==> src/hdl/tcw_pkg.sv <==
// ----------------------------------------------------------------------------
// Text console writer package
// Shared constants, action codes and controller/datapath signal bundles.
// ----------------------------------------------------------------------------
package tcw_pkg;

   // Default screen geometry in character cells.
   localparam int SCREEN_WIDTH  = 80;
   localparam int SCREEN_HEIGHT = 25;

   // Field widths of the channels.
   localparam int ACTION_W = 2;
   localparam int CHAR_W   = 8;
   localparam int ATTR_W   = 8;
   localparam int CELL_W   = CHAR_W + ATTR_W;
   localparam int ROW_W    = 5;
   localparam int COL_W    = 7;

   // Action codes.
   localparam logic [ACTION_W-1:0] ACT_PUT   = 2'd0;
   localparam logic [ACTION_W-1:0] ACT_CLEAR = 2'd1;
   localparam logic [ACTION_W-1:0] ACT_READ  = 2'd2;

   // Special characters.
   localparam logic [CHAR_W-1:0] CH_NEWLINE   = 8'h0A;
   localparam logic [CHAR_W-1:0] CH_BACKSPACE = 8'h08;
   localparam logic [CHAR_W-1:0] CH_SPACE     = 8'h20;

   // Attribute in force after reset.
   localparam logic [ATTR_W-1:0] COLOR_RESET = 8'h02;

   // Commands from the controller to the datapath.
   typedef struct packed {
      logic accept;       // an input transaction completes this cycle
      logic exec;         // apply the captured item
      logic copy;         // one step of the scroll copy sweep
      logic fill;         // one step of a blank fill sweep
      logic reset_color;  // fill with the reset attribute
      logic load_rsp;     // load the result register
   } cmd_type;

   // Status from the datapath to the controller.
   typedef struct packed {
      logic need_fill;    // item clears the screen
      logic need_scroll;  // item scrolls the store
      logic copy_last;    // sweep counter is at the last copied cell
      logic fill_last;    // sweep counter is at the last cell
      logic rsp_free;     // result register can take a new result
   } status_type;

endpackage

==> src/hdl/tcw_ctrl.sv <==
// ----------------------------------------------------------------------------
// Text console writer controller
// Sequences the reset clearing pass, item execution, scroll and fill sweeps.
// ----------------------------------------------------------------------------
module tcw_ctrl (
   input  logic                 clock,
   input  logic                 reset,
   input  logic                 req_valid,
   output logic                 req_ready,
   output tcw_pkg::cmd_type     cmd,
   input  tcw_pkg::status_type  stat
);

   typedef enum logic [2:0] {
      ST_INIT,
      ST_IDLE,
      ST_EXEC,
      ST_COPY,
      ST_FILL,
      ST_DONE
   } state_type;

   state_type state_ff;
   state_type state_in;

   // Next state and command decode.
   always_comb begin
      state_in        = state_ff;
      cmd             = '0;
      req_ready       = 1'b0;
      unique case (state_ff)
         ST_INIT: begin
            cmd.fill        = 1'b1;
            cmd.reset_color = 1'b1;
            if (stat.fill_last) state_in = ST_IDLE;
         end
         ST_IDLE: begin
            req_ready  = 1'b1;
            cmd.accept = req_valid;
            if (req_valid) state_in = ST_EXEC;
         end
         ST_EXEC: begin
            cmd.exec = 1'b1;
            if (stat.need_fill) begin
               state_in = ST_FILL;
            end else if (stat.need_scroll) begin
               state_in = ST_COPY;
            end else if (stat.rsp_free) begin
               cmd.load_rsp = 1'b1;
               state_in     = ST_IDLE;
            end else begin
               state_in = ST_DONE;
            end
         end
         ST_COPY: begin
            cmd.copy = 1'b1;
            if (stat.copy_last) state_in = ST_FILL;
         end
         ST_FILL: begin
            cmd.fill = 1'b1;
            if (stat.fill_last) state_in = ST_DONE;
         end
         ST_DONE: begin
            if (stat.rsp_free) begin
               cmd.load_rsp = 1'b1;
               state_in     = ST_IDLE;
            end
         end
         default: state_in = ST_IDLE;
      endcase
   end

   // State register; reset starts the clearing pass.
   always_ff @(posedge clock) begin
      if (reset) begin
         state_ff <= ST_INIT;
      end else begin
         state_ff <= state_in;
      end
   end

endmodule

==> config.mk <==
export PLATFORM = sky130hd
export DESIGN_NAME = tcw_ctrl
export DESIGN_NICKNAME = d
export VERILOG_FILES = /design/src/hdl/tcw_pkg.sv /design/src/hdl/tcw_ctrl.sv
export SDC_FILE = /design/constraint.sdc
export NUM_CORES = 1
export LEC_CHECK = 0
export ABC_AREA = 1
export BUFFER_PORTS_ARGS = -buffer_cell sky130_fd_sc_hd__buf_2
export CORE_AREA = 4 4 41 43
export DETAILED_ROUTE_END_ITERATION = 12
export DIE_AREA = 0 0 45 47
export SLEW_MARGIN = 20
export SYNTH_ARGS = -nofsm -noshare
export SYNTH_HDL_FRONTEND = slang
export SYNTH_SLANG_ARGS = --single-unit
==> constraint.sdc <==
create_clock -name clock -period 2.25 [get_ports clock]
set_clock_uncertainty 0.05 [all_clocks]
set_input_delay 0.225 -clock clock [delete_from_list [all_inputs] [get_ports clock]]
set_output_delay 0.225 -clock clock [all_outputs]
set_load 0.03 [all_outputs]
* Word-level counts from Yosys, hierarchy flattened
Cells that the tools add are included.
** Operators by class
- Reductions and logical operators :: 3
- Mux-type cells :: 19
- Equal/unequal tests :: 10
** Operator list (number)
- $mux W3 :: 8
- $pmux W3 S6 :: 1
- $ne A2 B2 Y1 const B :: 5
- $mux W1 :: 9
- $eq A3 B2 Y1 const B :: 2
- $eq A3 B3 Y1 const B :: 2
- $reduce_and A5 Y1 :: 1
- $eq A3 B1 Y1 const B :: 1
- $logic_not A3 Y1 :: 1
- $pmux W1 S2 :: 1
- $reduce_or A2 Y1 :: 1
** Word-level totals
- Bits in registers :: 3
- Word-level logic and storage cells :: 33

* Logic depth before layout (Yosys ltp)
Gate-level depths: netlist of the first run.
- Depth after elaboration :: 4
- Gate-level depth with buffers :: 7
- Gate-level depth less buffers :: 7

* Worst setup path before layout of the first run
OpenSTA, ideal clock, no wires.
- Path kind :: register -> output
- Start :: register state_ff[2]
- End :: output cmd[0] (netlist name)
- Data required time :: 1.975 ns
- Buffers on the path :: 1
- Setup slack :: 0.800 ns
- Arrival :: 1.175 ns
- Cell stages (with the launch flop) :: 5
- Cells stage by stage :: dfxtp_1 -> buf_6 -> nor2_1 -> nand3_1 -> a21oi_1
** RTL lines
- from (decl) :: line tcw_ctrl.sv:23 : state_type state_ff;
- from (signal assigned) :: line tcw_ctrl.sv:78 : state_ff <= state_in;
- to (decl) :: line tcw_ctrl.sv:10 : output tcw_pkg::cmd_type cmd,

==> flow_summary.yaml, run 1 <==
layout:
  drive_gt1_share_pct: 34.8
  largest_reg_flops: 3
  final_nets: 75
  antenna_cells: 0
  final.fill_count: 169
  syn2layout_area_growth_pct: 37.9
  reg_top3: "state_ff (3)"
  largest-register: "state_ff"
  instances_no_fill: 81
die:
  core_region_area_um2: 1300
  dieArea_um2: 2120
  start_util_pct: 21.1
  die_h_um: 47
  io_pins: 15
  num_rows: 13
  die_w_um: 45
logic_synthesis:
  yosysWarnings: 0
  ys_seq_area_share_pct: 21.9
  ys_ff_latch: 3
  ys_types: 14
  netlist_area_um2: 274
  synth_area_per_cell_um2: 5.59
  synth_fp_nets: 57
  synth_cells: 49
clock_tree:
  numCtsBuffers: 3
  cts_buffer_depth: 2
  htree_levels: 1
  clock-sinks: 3
  clkLatencyLatePin_ps: 240
  root_buffer: "clkbuf_4"
  post_cts_buffers: 0
  clkTransAtPathRegs_ps: 40
  cts_tree: "yes"
  cts-resized-gates: 0
  cts-hold-fix-buffers: 0
pwr:
  p_total_w: 0.000274
  p_leak_nw: 0.211
  pwr_density_cell_nw_per_um2: 724
  vdd_ir_drop_max_uv: 187
global_routing:
  grt_usage_pct: 8.77
  grt_max_degree: 9
  overflow: 0
  grt_pass1_wl_mm: 1.32
  antenna_found_initial: 0
  first_global_vias: 329
worst_hold_path:
  worst_hold_path_type: "input pin to flip-flop"
placement:
  post-place-cells: 77
  port_buffers: 14
  gp_congestion: 0.747
  preCtsSetupSlack_ps: 929
  hpwl_um: 583
sta:
  slew_headroom_pct: 81.0
  fin_tns_setup_ps: 0
  fmax_ghz: 0.636
  setup_viol: 0
  min_period_ps: 1570
  finalCritPeriodShare_pct: 69.9
  maxSlewViolCount: 0
  rsz0062_at_grt: "false"
  tightestPinTransition_ps: 285
  holdWs_ps: 128
  postLayoutSetupSlackWorst_ps: 677
  final_hold_viol_count: 0
routing:
  antenna_left: 0
  drc_errors: 0
  dr.pass1.iters: 4
  wl_per_cell_um: 8.96
  vias: 345
  drt_iter0_markers: 4
  routed_via_density: 4.26
  wl_um: 726
worst_setup_path:
  crit_type: "flip-flop to primary output"
  crit_chain: "nor2_1 -> nand3_1 -> a21oi_1 -> buf_2"
  cp-end-kind: "primary output"
  critPathLaunchType: "flip-flop"
  critical_path.max_stage_delay_ps: 380
  crit_slowest_cell: "dfxtp_1"
  required_ps: 1980
  worstPathArrival_ps: 1300
  worst-path-max-fanout: 8
run:
  cap_violations: 0
outcome:
  status: "finished, final reports clean"
==> logic make-up (layout without fill, tap and decap cells) <==
logic type / Yosys count / in the layout / share of synthesized area [%]
DFF: 3 / 3 / 21.9
and+or+nand+nor: 32 / 32 / 53.4
buffers and inverters: 10 / 27 / 16.4
AOI/OAI and AO/OA: 4 / 4 / 8.22
==> final cells by class <==
cell class | count | area (um2) | area share (%)
clock buffer | 4 | 26.3 | 6.95
inverter | 9 | 33.8 | 8.94
multi-input combinational | 36 | 169 | 44.7
sequential | 3 | 60.1 | 15.9
tap | 15 | 18.8 | 4.97
timing repair buffer | 14 | 70.1 | 18.5
==> cells in the final DEF, fill, tap and decap left out <==
cell type,count
buf_2,14
nand3_2,1
nand3_1,6
a21oi_1,3
clkbuf_1,1
nor2_1,12
nor3_1,1
nand2_1,9
inv_1,7
nor2_2,1
o21a_1,1
clkbuf_4,3
nor3_2,1
dfxtp_1,3
nand2_2,1
inv_2,2
==> power by group <==
| group | internal [W] | switching, W | leakage [nW] |
|---|---|---|---|
| clock | 0.0000667 | 0.0000320 | 0.0150 |
| sequential | 0.0000590 | 0.00000816 | 0.0246 |
| combinational | 0.0000340 | 0.0000737 | 0.171 |
| total | 0.000160 | 0.000114 | 0.211 |
==> Yosys cell counts (all sizes together) <==
master	n	area share (%)
a21oi	3	5.5
buf	1	4.1
dfxtp	3	22
inv	9	12
nand2	10	15
nand3	7	15
nor2	13	19
nor3	2	5.5
o21a	1	2.7
==> per-layer routing <==
metal  vias to the layer above  GRT usage, %  wire length (um)
li1                        186             -                 -
met1                       145          11.1               337
met2                        12          12.4               298
met3                         2          3.45                74
met4                         0          5.26                17
met5                         -             0                 0
==> path summary, 6_finish.rpt <==
path / startpoint / endpoint / slack [ps] / cells past startpoint
max: state_ff[2] / cmd[0] / 680 / 4
min: reset / state_ff[2] / 130 / 2
max reg2reg: state_ff[2] / state_ff[0] / 980 / 6
min reg2reg: state_ff[1] / state_ff[1] / 530 / 4
==> per-stage QoR <==
step	util, %	cell area, um2
2_1_floorplan	-	274
3_3_place_gp	27.0	352
3_5_place_dp	27.0	352
4_1_cts	29.0	378
5_1_grt	29.0	378
6_report	29.0	378
==> critical path: cells and delay by family, from the launching register on <==
kind / cells / cell delay (ps)
compound gates: 1 / 130
buf+inv: 1 / 210
flops: 1 / 380
simple gates: 2 / 340
Power figures use the tool's default switching activity.
==> inputs of run 2 (changes only) <==
Clock period 2.25 ns to 1.5 ns, I/O delays scaled along.
==> run 2 against run 1 <==
  * Via count shrank 4.6%
  * Critical path type unchanged
  * Sequential power is 58% higher
  * Hold slack worse by 82 ps
  * Wire length fell by 8.0%
  * Power up 51%
  * Global-route usage is 0.95 points lower
  * Clock-buffer cell count stayed put
  * Clock power up 44%
  * Critical endpoint unchanged
==> flow_summary.yaml, run 2 (same netlist as run 1, synthesis figures left out) <==
placement:
  preCtsSetupSlack_ps: 226
  gp_congestion: 0.740
  hpwl_um: 514
  port_buffers: 14
  placed_cell_area_um2: 352
layout:
  largest-register: "state_ff"
  final_nets: 75
  drive_gt1_share_pct: 42.4
  reg_top3: "state_ff (3)"
  fin_area_um2: 398
  syn2layout_area_growth_pct: 45.2
  layout_commonest_cell: "buf_2"
  final.fill_count: 151
  seq_area_um2: 62.6
  largest_reg_flops: 3
  multiInputGateArea_um2: 184
  antenna_cells: 0
  final_cell_mix: "13 x buf_2, 10 x nor2_1, 9 x nand2_1"
sta:
  slew_headroom_pct: 86.5
  final_hold_viol_count: 0
  tightestPinTransition_ps: 202
  min_period_ps: 1380
  postLayoutSetupSlackWorst_ps: 120
  fmax_ghz: 0.725
  setup_viol: 0
  maxSlewViolCount: 0
  finalCritPeriodShare_pct: 92.0
clock_tree:
  clock-sinks: 3
  htree_levels: 1
  cts_buffer_depth: 2
  root_buffer: "clkbuf_4"
  clkTransAtPathRegs_ps: 40
  post_cts_buffers: 0
  clkLatencyLatePin_ps: 230
  numCtsBuffers: 3
  cts_tree: "yes"
worst_setup_path:
  worst-path-max-fanout: 5
  critical_path.max_stage_delay_ps: 340
  cp-startpoint: "state_ff[1]"
  crit_type: "flip-flop to primary output"
  worstPathArrival_ps: 1180
  cp-end-kind: "primary output"
  r2r-start: "state_ff[2]"
  crit_chain: "inv_2 -> nor2_4 -> nand3_1 -> a21oi_1 -> clkbuf_4"
  critPathLaunchType: "flip-flop"
  required_ps: 1300
  crit_slowest_cell: "dfxtp_1"
die:
  die_h_um: 47
  dieArea_um2: 2120
  core_region_area_um2: 1300
  start_util_pct: 21.1
  io_pins: 15
  die_w_um: 45
  num_rows: 13
pwr:
  p_leak_nw: 0.212
  vdd_ir_drop_max_uv: 463
  pwr_density_cell_nw_per_um2: 1040
global_routing:
  grt_pass1_wl_mm: 1.13
  antenna_found_initial: 0
  overflow: 0
  grt_max_degree: 9
  first_global_vias: 284
  grt_usage_pct: 7.81
routing:
  drc_errors: 0
  wl_um: 668
  drt_iter0_markers: 2
  vias: 329
  routed_via_density: 4.06
  dr.pass1.iters: 4
  antenna_left: 0
  wl_per_cell_um: 8.25
worst_hold_path:
  worst_hold_path_type: "input pin to flip-flop"
  holdCritStartpoint: "reset"
run:
  cap_violations: 0
outcome:
  status: "finished, final reports clean"
==> run 2: final timing paths <==
check | to | cells past startpoint | slack (ps)
worst max register to register | state_ff[0] | 6 | 320
worst min-delay path | state_ff[2] | 2 | 50
worst max-delay path | cmd[0] | 5 | 120
worst min register to register | state_ff[1] | 4 | 550
==> run 2: worst max-delay path: cells and delay by family, from the launching register on <==
kind	cells	cell delay (ps)
flops	1	340
compound gates	1	120
simple gates	2	200
buf+inv	2	280
==> run 2: report_power, final <==
part | leakage [nW] | switching [W] | internal [W]
logic | 0.172 | 0.000109 | 0.0000546
clock network | 0.0150 | 0.0000426 | 0.0000997
registers | 0.0253 | 0.0000156 | 0.0000899
==> run 2: cell type report <==
cell class / count / share of cell area (%)
multi-input combinational: 36 / 46.2
timing repair buffer: 14 / 18.2
sequential: 3 / 15.7
inverter: 9 / 8.49
clock buffer: 4 / 6.60
tap: 15 / 4.72
==> run 2: timing repair <==
item | 4_1_cts | 5_1_grt
endpoints found under the hold margin | 0 | 0
hold buffers | 0 | 0
resized for setup | 1 | 7
endpoints found under the setup margin | 1 | 1
==> run 2: per-layer routing <==
metal / part of all wire (%) / global-route usage (%)
met1: 46 / 9.30
met2: 43 / 10.2
met3: 11 / 7.28
met4: 0 / 1.75
met5: 0 / 0
==> run 2: stage by stage <==
step,std cells,hold slack [ps],setup TNS (ps),power [W],util [%]
2_1_floorplan,49,169,0,0.000221,-
3_3_place_gp,77,300,0,0.000262,27.0
5_1_grt,81,36.4,-1.53,0.000461,30.6
6_report,81,46.2,0,0.000412,30.6
3_5_place_dp,77,295,0,0.000261,27.0
4_1_cts,81,44.8,0,0.000413,29.2
